<file path="src/sv/ole_pkg.sv">
// Package for the ordered list engine: capacity, widths, operation and status codes,
// and the control struct that the engine broadcasts to its cells.
// Used by ole_cell and ordered_list_engine; depends on nothing.
`default_nettype none

package ole_pkg;

	localparam int CAPACITY = 16;
	localparam int IDX_W    = (CAPACITY > 1) ? $clog2(CAPACITY) : 1;
	localparam int CNT_W    = $clog2(CAPACITY + 1);

	localparam int OP_W     = 3;
	localparam int VAL_W    = 32;
	localparam int POS_W    = 9;
	localparam int STAT_W   = 2;
	localparam int ECNT_W   = 9;
	localparam int IN_W     = 48;
	localparam int OUT_W    = 48;

	typedef enum logic [OP_W-1:0] {
		OP_INS_FRONT = 3'd0,
		OP_INS_BACK  = 3'd1,
		OP_INS_POS   = 3'd2,
		OP_DEL_FRONT = 3'd3,
		OP_DEL_BACK  = 3'd4,
		OP_DEL_POS   = 3'd5
	} op_t;

	typedef enum logic [STAT_W-1:0] {
		ST_OK     = 2'd0,
		ST_EMPTY  = 2'd1,
		ST_FULL   = 2'd2,
		ST_BADPOS = 2'd3
	} status_t;

	typedef struct packed {
		logic             ins;
		logic             del;
		logic [IDX_W-1:0] at;
	} cell_ctl_t;

endpackage

`default_nettype wire

</file>
<file path="src/sv/ole_cell.sv">
// One list cell: holds a single entry and shifts toward or away from the front.
// Depends on ole_pkg for the widths and the broadcast control struct.
`default_nettype none

module ole_cell (
	input  wire logic                      clk,
	input  wire ole_pkg::cell_ctl_t        ctl,
	input  wire logic [ole_pkg::IDX_W-1:0] idx,
	input  wire logic [ole_pkg::VAL_W-1:0] ins_val,
	input  wire logic [ole_pkg::VAL_W-1:0] left_val,
	input  wire logic [ole_pkg::VAL_W-1:0] right_val,
	output logic      [ole_pkg::VAL_W-1:0] entry
);
	import ole_pkg::*;

	logic [VAL_W-1:0] entry_q;

	always_ff @(posedge clk) begin
		if (ctl.ins && (idx > ctl.at)) begin
			entry_q <= left_val;
		end else if (ctl.ins && (idx == ctl.at)) begin
			entry_q <= ins_val;
		end else if (ctl.del && (idx >= ctl.at)) begin
			entry_q <= right_val;
		end
	end

	assign entry = entry_q;

endmodule

`default_nettype wire

</file>
<file path="src/sv/ordered_list_engine.sv">
// Top level of the ordered list engine: command decode, entry count, the row of cells
// and the registered result beat. Depends on ole_pkg and ole_cell.
`default_nettype none

// The list lives in a row of CAPACITY cells, front at cell zero. An insert or delete
// moves every affected cell by one place in the same clock, so one command beat is
// taken per cycle and its result beat appears in the cycle after it is accepted. The
// single output register is the only limit: a new command is taken whenever that
// register is empty or its beat is being taken in the same cycle.
module ordered_list_engine (
	input  wire logic                      clk,
	input  wire logic                      arst_n,
	input  wire logic                      s_tvalid,
	output logic                           s_tready,
	// Fields from bit 0: operation[2:0], value[34:3], position[43:35], zero fill.
	input  wire logic [ole_pkg::IN_W-1:0]  s_tdata,
	output logic                           m_tvalid,
	input  wire logic                      m_tready,
	// Fields from bit 0: status[1:0], removed_value[33:2], entry_count[42:34],
	// is_empty[43], zero fill.
	output logic      [ole_pkg::OUT_W-1:0] m_tdata
);
	import ole_pkg::*;

	logic [OP_W-1:0]  operation;
	logic [VAL_W-1:0] value;
	logic [POS_W-1:0] position;
	logic             accept;
	logic             pos_neg;
	logic [8:0]       pos_mag;
	logic [8:0]       cnt9;
	logic [8:0]       at9;
	logic             full;
	logic             empty;

	logic [CNT_W-1:0] count_q;
	logic [CNT_W-1:0] count_next;
	status_t          status;
	cell_ctl_t        ctl;
	logic [VAL_W-1:0] removed;
	logic             m_tvalid_q;
	logic [OUT_W-1:0] m_tdata_q;
	logic [VAL_W-1:0] entries [CAPACITY];

	assign operation = s_tdata[2:0];
	assign value     = s_tdata[34:3];
	assign position  = s_tdata[43:35];
	assign s_tready  = !m_tvalid_q || m_tready;
	assign accept    = s_tvalid && s_tready;
	assign pos_neg   = position[8];
	assign pos_mag   = {1'b0, position[7:0]};
	assign cnt9      = 9'(count_q);
	assign full      = (cnt9 >= 9'(CAPACITY));
	assign empty     = (count_q == '0);

	always_comb begin
		status = ST_OK;
		at9    = '0;
		ctl    = '0;
		unique case (operation)
			OP_INS_FRONT, OP_INS_BACK, OP_INS_POS: begin
				if (operation == OP_INS_FRONT) begin
					at9 = '0;
				end else if (operation == OP_INS_BACK) begin
					at9 = cnt9;
				end else begin
					at9 = (pos_mag > cnt9) ? cnt9 : pos_mag;
				end
				if ((operation == OP_INS_POS) && pos_neg) begin
					status = ST_BADPOS;
				end else if (full) begin
					status = ST_FULL;
				end else begin
					ctl.ins = 1'b1;
				end
			end
			OP_DEL_FRONT, OP_DEL_BACK, OP_DEL_POS: begin
				if (operation == OP_DEL_FRONT) begin
					at9 = '0;
				end else if (operation == OP_DEL_BACK) begin
					at9 = cnt9 - 9'd1;
				end else begin
					at9 = pos_mag;
				end
				if ((operation == OP_DEL_POS) && pos_neg) begin
					status = ST_BADPOS;
				end else if (empty) begin
					status = ST_EMPTY;
				end else if (at9 >= cnt9) begin
					status = ST_BADPOS;
				end else begin
					ctl.del = 1'b1;
				end
			end
			default: begin
				status = ST_BADPOS;
			end
		endcase
		ctl.at  = at9[IDX_W-1:0];
		ctl.ins = ctl.ins && accept;
		ctl.del = ctl.del && accept;
	end

	always_comb begin
		removed = '0;
		for (int i = 0; i < CAPACITY; i++) begin
			if (ctl.del && (IDX_W'(i) == ctl.at)) begin
				removed = removed | entries[i];
			end
		end
	end

	always_comb begin
		count_next = count_q;
		if (ctl.ins) begin
			count_next = count_q + CNT_W'(1);
		end else if (ctl.del) begin
			count_next = count_q - CNT_W'(1);
		end
	end

	for (genvar g = 0; g < CAPACITY; g++) begin : g_cell
		logic [VAL_W-1:0] left_val;
		logic [VAL_W-1:0] right_val;
		if (g == 0) begin : g_first
			assign left_val = entries[g];
		end else begin : g_inner_l
			assign left_val = entries[g-1];
		end
		if (g == CAPACITY - 1) begin : g_last
			assign right_val = entries[g];
		end else begin : g_inner_r
			assign right_val = entries[g+1];
		end
		ole_cell u_cell (
			.clk       (clk),
			.ctl       (ctl),
			.idx       (IDX_W'(g)),
			.ins_val   (value),
			.left_val  (left_val),
			.right_val (right_val),
			.entry     (entries[g])
		);
	end

	always_ff @(posedge clk or negedge arst_n) begin
		if (!arst_n) begin
			count_q    <= '0;
			m_tvalid_q <= 1'b0;
		end else begin
			if (accept) begin
				count_q    <= count_next;
				m_tvalid_q <= 1'b1;
			end else if (m_tready) begin
				m_tvalid_q <= 1'b0;
			end
		end
	end

	always_ff @(posedge clk) begin
		if (accept) begin
			m_tdata_q <= {4'b0, (count_next == '0), ECNT_W'(count_next), removed, status};
		end
	end

	assign m_tvalid = m_tvalid_q;
	assign m_tdata  = m_tdata_q;

`ifndef SYNTHESIS
	a_count_bound: assert property (@(posedge clk) disable iff (!arst_n)
		9'(count_q) <= 9'(CAPACITY))
		else $error("entry count exceeds capacity");

	a_accept_gives_beat: assert property (@(posedge clk) disable iff (!arst_n)
		accept |=> m_tvalid)
		else $error("accepted command produced no result beat");

	a_count_matches_beat: assert property (@(posedge clk) disable iff (!arst_n)
		accept |=> (m_tdata[42:34] == 9'(count_q)) && (m_tdata[43] == (count_q == '0)))
		else $error("reported entry count disagrees with the stored count");

	a_full_only_at_capacity: assert property (@(posedge clk) disable iff (!arst_n)
		(accept && (status == ST_FULL)) |-> (9'(count_q) == 9'(CAPACITY)))
		else $error("full status reported below capacity");

	a_no_ins_and_del: assert property (@(posedge clk) disable iff (!arst_n)
		!(ctl.ins && ctl.del))
		else $error("insert and delete issued together");
`endif

endmodule

`default_nettype wire

</file>
<file path="config.mk">
export PLATFORM = sky130hd
export DESIGN_NAME = ordered_list_engine
export DESIGN_NICKNAME = d
export VERILOG_FILES = /design/src/sv/ole_pkg.sv /design/src/sv/ole_cell.sv /design/src/sv/ordered_list_engine.sv
export SDC_FILE = /design/constraint.sdc
export NUM_CORES = 1
export LEC_CHECK = 0
export ABC_AREA = 1
export ABC_CLOCK_PERIOD_IN_PS = 7100
export BUFFER_PORTS_ARGS = -buffer_cell sky130_fd_sc_hd__buf_4
export CAP_MARGIN = 5
export CORE_ASPECT_RATIO = 0.5
export CORE_MARGIN = 2
export CORE_UTILIZATION = 45
export CTS_CLUSTER_DIAMETER = 60
export DETAILED_ROUTE_END_ITERATION = 6
export GPL_TIMING_DRIVEN = 0
export PLACE_DENSITY = 0.69
export SYNTH_ARGS = -nofsm -noshare
export SYNTH_HDL_FRONTEND = slang
export SYNTH_HIERARCHICAL = 1
export SYNTH_SLANG_ARGS = --single-unit
</file>
<file path="constraint.sdc">
create_clock -name clk -period 7.1 [get_ports clk]
set_input_delay 1.42 -clock clk [delete_from_list [all_inputs] [get_ports clk]]
set_output_delay 1.42 -clock clk [all_outputs]
set_load 0.02 [all_outputs]
</file>
Word-level counts from Yosys, hierarchy flattened
Cells that the tools add are included.
Cells by class
  equality and inequality tests: 20
  add/subtract/negate cells: 3
  mux-type cells: 86
  reductions and logical operators: 94
  bitwise operators: 16
  order comparisons: 34
Operators by type and width (number)
  $mux 32: 62
  $or 32x32->32: 15
  $logic_and 1x1->1: 68
  $reduce_bool 3->1: 14
  $eq 4x4->1 const A: 8
  $gt 4x4->1 const A: 8
  $ge 4x4->1 const A: 7
  $mux 9: 3
  $eq 3x4->1 const A: 4
  $ge 3x4->1 const A: 4
  $gt 3x4->1 const A: 4
  $mux 4: 3
  $logic_not 5->1: 2
  $mux 2: 5
  $mux 5: 2
  $ge 9x5->1: 1
  $mux 1: 9
  $eq 2x4->1 const A: 2
  $ge 1x4->1 const A: 2
  $ge 2x4->1 const A: 2
  $gt 1x4->1 const A: 2
  $gt 2x4->1 const A: 2
  $gt 8x5->1: 1
  $pmux 4 s2: 1
  17 further kinds: 22
Word-level totals
  output and inout bits: 50
  register bits after elaboration: 558
  input bits: 52
  word-level logic and storage cells: 272

Longest topological paths before layout
Gate-level depths: netlist of run 1.
  depth after elaboration: 42
  depth in mapped cells: 24
  mapped depth without buffers: 23

Cells and area by module
The synthesis of run 1 kept the hierarchy.
By module, submodules not included
  ole_cell (g_cell[0].u_cell ...): sequential area each 960.9 µm², times used 8, cells each 269, area each 2084.5 µm²
  ole_cell (g_cell[2].u_cell ...): sequential area each 960.9 µm², times used 8, cells each 269, area each 2077.0 µm²
  ordered_list_engine: sequential area each 1351.3 µm², times used 1, cells each 1500, area each 7887.6 µm²

Worst setup path after synthesis of run 1
Ideal clock, no wire load.
  path type: input port to flip-flop
  start point: in s_tdata[38] (netlist bit)
  end point: reg g_cell[0].u_cell.entry_q[0] (enable)
  arrival time: 4.266 ns
  data required time: 6.713 ns
  setup time: 0.387 ns
  path slack: 2.447 ns
  cell stages on the path: 18
  cell sequence: ha_1 > nand2_1 > inv_1 > nand2_1 > nand2_1 > nand2_1 > nand2_1 > nand2_1 > nand2_1 > nand2_1 > nand3_1 > nand2_1 > ha_1 > nand2_1 > nor2_8 > buf_4 > o21bai_1 > inv_1
RTL lines
  from (decl): RTL line ordered_list_engine.sv:16  | input wire logic [ole_pkg::IN_W-1:0] s_tdata,
  $gt 8x5->1 *: RTL line ordered_list_engine.sv:67  | at9 = (pos_mag > cnt9) ? cnt9 : pos_mag;
  $mux 4 *: RTL line ordered_list_engine.sv:67
  $mux 4 *: RTL line ordered_list_engine.sv:64  | end else if (operation == OP_INS_BACK) begin
  $mux 4 *: RTL line ordered_list_engine.sv:62  | if (operation == OP_INS_FRONT) begin
  $pmux 4 s2 *: RTL line ordered_list_engine.sv:60  | unique case (operation)
  via at9[0]: RTL line ordered_list_engine.sv:32  | logic [8:0] at9;
  $ge 1x4->1 (tied with other cells): RTL line ole_cell.sv:23  | end else if (ctl.del && (idx >= ctl.at)) begin
  $logic_and 1x1->1 (on tied branches): RTL line ole_cell.sv:23, ole_cell.sv:19, ole_cell.sv:21
  $reduce_bool 2->1 (no source line) / $not 1->1 (equally long branches)
  $reduce_and 2->1 (no source line) *
  to (signal assigned): RTL line ole_cell.sv:20  | entry_q <= left_val;
  to (signal assigned): RTL line ole_cell.sv:22  | entry_q <= ins_val;
  to (signal assigned): RTL line ole_cell.sv:24  | entry_q <= right_val;
  to (decl): RTL line ole_cell.sv:16  | logic [VAL_W-1:0] entry_q;
The timed path passes the listed nets; every way through them passes the cells marked *. The select of a mux whose other input is x is not followed.
A chain may end at the register's enable or synchronous reset.

==> results.toml, run 1 <==
[sta]
slew_headroom_pct = 7.50
clock.fmax_mhz = 175
finClkSkew_ns = 0.0227
finalSetupViolCount = 0
whs_ns = 0.542
timing.final.crit_share_pct = 80.7
finalSetupTns_ns = 0
worstMarginPinSlew_ns = 1.38
final_max_slew_viol_count = 0
period_needed_ns = 5.73
rsz0062_at_grt = "false"
hold_viol_final = 0

[worst_setup_path]
start_kind = "input pin"
cp_common_cell = "nand2_1"
crit_type = "input pin to register"
worst_path_largest_cell_delay_ns = 0.67
crit_chain = "buf_4 > nor2_2 > nand2_4 > nand2_2 > o21ai_1 > ha_1 > nand2_1 > inv_1 > a31oi_1 > nand2_1 > nand2_1 > nand3_2 > nor2_4 > nand3_1 > nor2_2 > buf_4 > buf_2 > nand3_1 > nand2_1 > nor2_1 > nand2_1 > inv_1 > nand2_1"
worst-endpoint-arrival_ns = 6.24
worst_path_max_delay_cell = "nor2_4"
crit_required_ns = 7.61
path_max_fanout = 20
end_kind = "register"

[floorplanning]
num_rows = 78
start_util_pct = 45.4
core_area_um2 = 90700
io_pins = 102
die_h_um = 218
die_area_um2 = 94100
die_w_um = 432

[logic_synthesis]
ys_types = 36
synth-edff-count = 552
syn-cell-area_um2 = 41200
synth_seq_area_share_pct = 40.6
ys_warn_count = 6
syn_inst = 5804
async_flop_share_pct = 1.08
postSynthAreaPerCell_um2 = 7.10
ys_ff_latch = 558
synthFlopType = "edfxtp_1"

[global_route]
grt_pass1_wl_um = 219000
grt_max_degree = 34
track_usage_pct = 30.5
grt-ovfl-total = 0
antenna_found_initial = 4
first_global_vias = 37100

[clock_tree]
clock_latency_ns = 0.67
post_cts.repair.setup_buffers = 0
cts_buffers = 57
cts_tree = "built"
cts_resized = 0
path_clk_slew_ns = 0.06
ctsRootBufferMaster = "clkbuf_16"
clock_sinks = 558
clockBufferDepth = 3
ctsHoldBuffers = 0
ctsHtreeMaxLevel = 2

[detailed_routing]
drc_errors = 1
ant_nets = 0
wl_um = 146000
dr.first_iter.drc_count = 4939
post_drt_wl_per_cell_um = 20.0
drtPass1Iterations = 7
num_vias = 39400
detail_route.vias_per_cell = 5.42

[cells_and_area]
layout-drive-gt1-share_pct = 11.4
multi_input_area_um2 = 20700
final_nets = 6155
syn_to_final_growth_pct = 10.5
postLayoutCoreUtil_pct = 50.2
n_fill_cell = 9083
seq_area_um2 = 16700

[placed_design]
gp_congestion = 0.954
numPortBuffers = 89
hpwl_um = 119000

[run_status]
status = "finished with violations"
violations = "design-rule violations"

[power_and_ir_drop]
p_leak_nw = 23.1
power_density_nw_per_um2 = 231
ir_drop_mv = 0.147

[hold_path]
hold_path.class = "register to register"

[run]
max-cap-violations = 0
[metal layers]
metal | GRT usage [%] | wire length (µm)
met1 | 45.1 | 65300
met2 | 45.7 | 60400
met3 | 5.15 | 16200
met4 | 8.38 | 3600
met5 | 0 | 12
[cell usage in the layout, fill, tap and decap left out, types with 2 or more instances in the layout]
cell type | Yosys | final
nand2_1 | 2559 | 2558
diode_2 | 0 | 2
o21bai_1 | 16 | 16
clkinv_2 | 0 | 13
nor2_2 | 5 | 5
clkbuf_16 | 0 | 57
edfxtp_1 | 552 | 552
nand2_4 | 33 | 33
conb_1 | 2 | 72
clkbuf_1 | 32 | 40
inv_6 | 0 | 2
bufinv_16 | 0 | 4
clkbuf_8 | 0 | 2
nor2_1 | 133 | 133
clkinv_1 | 0 | 10
nand3_1 | 1538 | 1538
nand2_2 | 35 | 36
o211ai_1 | 2 | 2
nor2_8 | 16 | 16
buf_2 | 180 | 180
inv_1 | 327 | 326
ha_1 | 77 | 77
buf_6 | 64 | 65
inv_2 | 16 | 17
a21oi_1 | 22 | 22
nand4_1 | 2 | 2
buf_1 | 3 | 3
dfrtp_1 | 6 | 6
clkinv_4 | 0 | 3
buf_16 | 0 | 2
xor2_1 | 5 | 5
buf_4 | 138 | 227
clkinvlp_4 | 0 | 6
o21a_1 | 2 | 2
o21ai_0 | 10 | 10
nor2_4 | 19 | 19
[power by group]
group | leakage (nW) | internal, W | switching [W]
sequential | 5.12 | 0.00408 | 0.000265
clock | 0.872 | 0.00164 | 0.00143
combinational | 17.1 | 0.000897 | 0.00223
[critical path: cells and delay by family]
family                     cells  cell delay (ns)
adders and majority gates      1             0.31
and+or+nand+nor               15             3.21
AOI/OAI and AO/OA              2             0.23
buffers and inverters          5             1.02
[metrics by stage]
| step | cell area (µm²) | worst slack (ns) | total power (W) | instances |
|---|---|---|---|---|
| 6_report | 45500 | 1.37 | 0.0105 | 7274 |
| 5_1_grt | 45500 | 1.34 | 0.0110 | 7274 |
| 4_1_cts | 45400 | 1.72 | 0.0105 | 7270 |
| 3_5_place_dp | 43700 | 1.05 | 0.00746 | 7165 |
| 2_1_floorplan | 41400 | 2.45 | 0.00648 | 5874 |
| 3_3_place_gp | 43600 | 1.01 | 0.00735 | 7163 |
[area by class of cell]
class | count | area share (%)
Buffer | 417 | 6.13
Multi-Input combinational cell | 4556 | 45.4
Timing Repair Buffer | 93 | 1.66
Clock inverter | 38 | 0.685
Antenna cell | 2 | 0.0110
Sequential cell | 558 | 36.8
Inverter | 343 | 2.83
Clock buffer | 67 | 3.26
Tap cell | 1200 | 3.30
[flip-flops by register name (all words and copies together), names as in the netlist]
name                 count
g_cell.u_cell/entry    512
m_tdata                 40
count_q                  5
m_tvalid                 1
[synthesized netlist by cell type (2+ instances only)]
cell,instances,area [µm²]
nand3_1,1538,7700
clkbuf_1,32,120
nor2_8,16,320
xor2_1,5,43.8
nor2_2,5,31.3
edfxtp_1,552,16600
o21bai_1,16,120
dfrtp_1,6,150
nor2_1,133,499
ha_1,77,963
buf_2,180,901
nand2_1,2559,9610
buf_6,64,721
o21a_1,2,15.0
conb_1,2,7.51
nor2_4,19,214
inv_1,327,1230
buf_4,138,1040
buf_1,3,11.3
nand4_1,2,12.5
nand2_2,35,219
inv_2,16,60.1
o211ai_1,2,15.0
a21oi_1,22,110
nand2_4,33,372
o21ai_0,10,50.1
[final timing paths]
kind	startpoint	to	slack, ns	cells after the start
max	s_tdata[1]	m_tdata[2]	1.37	23
min	m_tvalid	m_tvalid	0.54	2
max reg2reg	count_q[0]	m_tdata[2]	1.38	23
min reg2reg	m_tvalid	m_tvalid	0.54	2
max in group asynchronous	arst_n	count_q[3]	6.44	1
min in group asynchronous	arst_n	count_q[2]	0.55	1
[cells by family after synthesis]
family / after synthesis / synth area share (%)
AOI/OAI and AO/OA: 57 / 0.851
xor gates and xnor gates: 5 / 0.106
adders and majority gates: 77 / 2.34
buffers and inverters: 760 / 9.90
DFF: 558 / 40.6
other: 2 / 0.0182
and+or+nand+nor: 4345 / 46.2
Power figures use the tool's default switching activity.
==> inputs of run 2 (changes only) <==
Settings changed: ABC_CLOCK_PERIOD_IN_PS 7100 to 5530.
Clock period 7.1 ns to 5.53 ns, I/O delays scaled along.
==> run 2 against run 1 <==
Net effect:
- largest power group unchanged
- clock skew is 0.0011 ns lower
- the run now ends clean
- utilization barely moved
- global-route usage unchanged
- combinational power grew 29%
- count of clock-buffer cells in the layout did not move
- hold slack got worse by 0.30 ns
- die area stayed put
- clock power up 28%
==> results.toml, run 2 (synthesis results as in run 1) <==
[sta]
timing.final.crit_share_pct = 93.6
final_max_slew_viol_count = 0
finalSetupTns_ns = 0
period_needed_ns = 5.18
fin_ws_ns = 0.353
finClkSkew_ns = 0.0216
slew_headroom_pct = 14.5
worstMarginPinSlew_ns = 1.28
finalSetupViolCount = 0
rsz0062_at_grt = "false"
clock.fmax_mhz = 193
hold_viol_final = 0

[floorplanning]
die_h_um = 218
die_w_um = 432
io_pins = 102
num_rows = 78
die_area_um2 = 94100
core_area_um2 = 90700
start_util_pct = 45.4

[run]
max-cap-violations = 0

[cells_and_area]
largest_register_ffs = 512
layout-drive-gt1-share_pct = 11.5
syn_to_final_growth_pct = 10.6
layout_common_cells = "nand2_1 (2557), nand3_1 (1538), edfxtp_1 (552), inv_1 (324), buf_4 (228)"
layout_commonest_cell = "nand2_1"
final_nets = 6157

[clock_tree]
path_clk_slew_ns = 0.06
clockBufferDepth = 3
cts_tree = "built"
ctsHoldBuffers = 0
cts_buffers = 57
clock_sinks = 558
clock_latency_ns = 0.67
ctsHtreeMaxLevel = 2
ctsRootBufferMaster = "clkbuf_16"

[global_route]
grt_max_degree = 34
track_usage_pct = 30.5
grt-ovfl-total = 0
grt_pass1_wl_um = 219000
first_global_vias = 37100
antenna_found_initial = 4

[worst_setup_path]
crit_chain = "inv_1 > ha_1 > xor2_1 > nand3_1 > o21ai_1 > ha_1 > nand2_1 > inv_1 > a31oi_1 > nand2_1 > nand2_1 > nand3_2 > nor2_4 > nand3_1 > nor2_2 > buf_4 > buf_2 > nand3_1 > nand2_1 > nor2_1 > nand2_1 > inv_1 > nand2_1"
worst-endpoint-arrival_ns = 5.69
crit_required_ns = 6.04
worst_path_largest_cell_delay_ns = 0.49
end_kind = "register"
start_kind = "register"
worst_path_max_delay_cell = "dfrtp_1"
ff2ff_setup_slack_ns = 0.35
path_max_fanout = 10
cp_common_cell = "nand2_1"
crit_type = "register to register"

[placed_design]
numPortBuffers = 89
gp_congestion = 0.954
hpwl_um = 119000
dpl_worst_slack_ns = -0.202

[detailed_routing]
drc_errors = 0
ant_nets = 0
detail_route.vias_per_cell = 5.45
wl_um = 146000
num_vias = 39600
post_drt_wl_per_cell_um = 20.1
drtPass1Iterations = 6
dr.first_iter.drc_count = 4928

[run_status]
status = "finished clean"

[power_and_ir_drop]
p_leak_nw = 23.1
power_density_nw_per_um2 = 297
power_w = 0.0135
ir_drop_mv = 0.190

[hold_path]
hold_path.class = "input pin to async pin"
-- run 2: power by group --
| group | switching [W] | internal (W) | leakage, nW |
|---|---|---|---|
| Clock | 0.00182 | 0.00210 | 0.872 |
| Sequential | 0.000342 | 0.00524 | 5.12 |
| Combinational | 0.00287 | 0.00115 | 17.1 |
| Total | 0.00504 | 0.00849 | 23.1 |
-- run 2: worst paths after layout --
kind / cells after the start / to / startpoint
max in group asynchronous: 1 / count_q[3] / arst_n
min in group clk: 2 / m_tvalid / m_tvalid
setup / recovery: 23 / m_tdata[2] / count_q[0]
hold / removal: 1 / count_q[2] / arst_n
hold reg to reg: 2 / m_tvalid / m_tvalid
setup reg to reg: 23 / m_tdata[2] / count_q[0]
-- run 2: critical path, delay by kind of cell, from the launching register on --
family / cells / cell delay [ns]
XOR/XNOR: 1 / 0.21
AND/OR/NAND/NOR: 13 / 2.39
adder cells (fa/ha/maj): 2 / 0.55
flip-flops: 1 / 0.49
AO/OA/AOI/OAI: 2 / 0.27
buffers and inverters: 5 / 1.07
-- run 2: layout make-up --
type / instances / area [µm²]
clock buffer: 67 / 1480
fill: 9083 / 45100
antenna: 2 / 5.00
sequential: 558 / 16700
clock inverter: 38 / 312
inverter: 343 / 1290
tap: 1200 / 1500
buffer: 417 / 2790
timing repair buffer: 94 / 762
multi-input combinational: 4557 / 20700
-- run 2: repair_timing --
item | CTS | global route
gates resized for setup | 0 | 3
setup buffers | 0 | 1
setup endpoints to repair | 0 | 278
-- run 2: routing by layer --
metal / GRT usage (%) / routed length [µm]
met2: 45.7 / 60700
met3: 5.15 / 16600
met5: 0 / 12
met4: 8.38 / 3650
met1: 45.1 / 65400
-- run 2: through the flow --
step	hold WS (ns)	utilization, %	area (µm²)	instances
6_report	0.240	50.2	45500	7276
5_1_grt	0.229	50.2	45500	7276
4_1_cts	0.216	50.1	45400	7270
3_5_place_dp	0.533	48.1	43700	7165
3_3_place_gp	0.510	48.1	43600	7163
2_1_floorplan	0.570	-	41400	5874
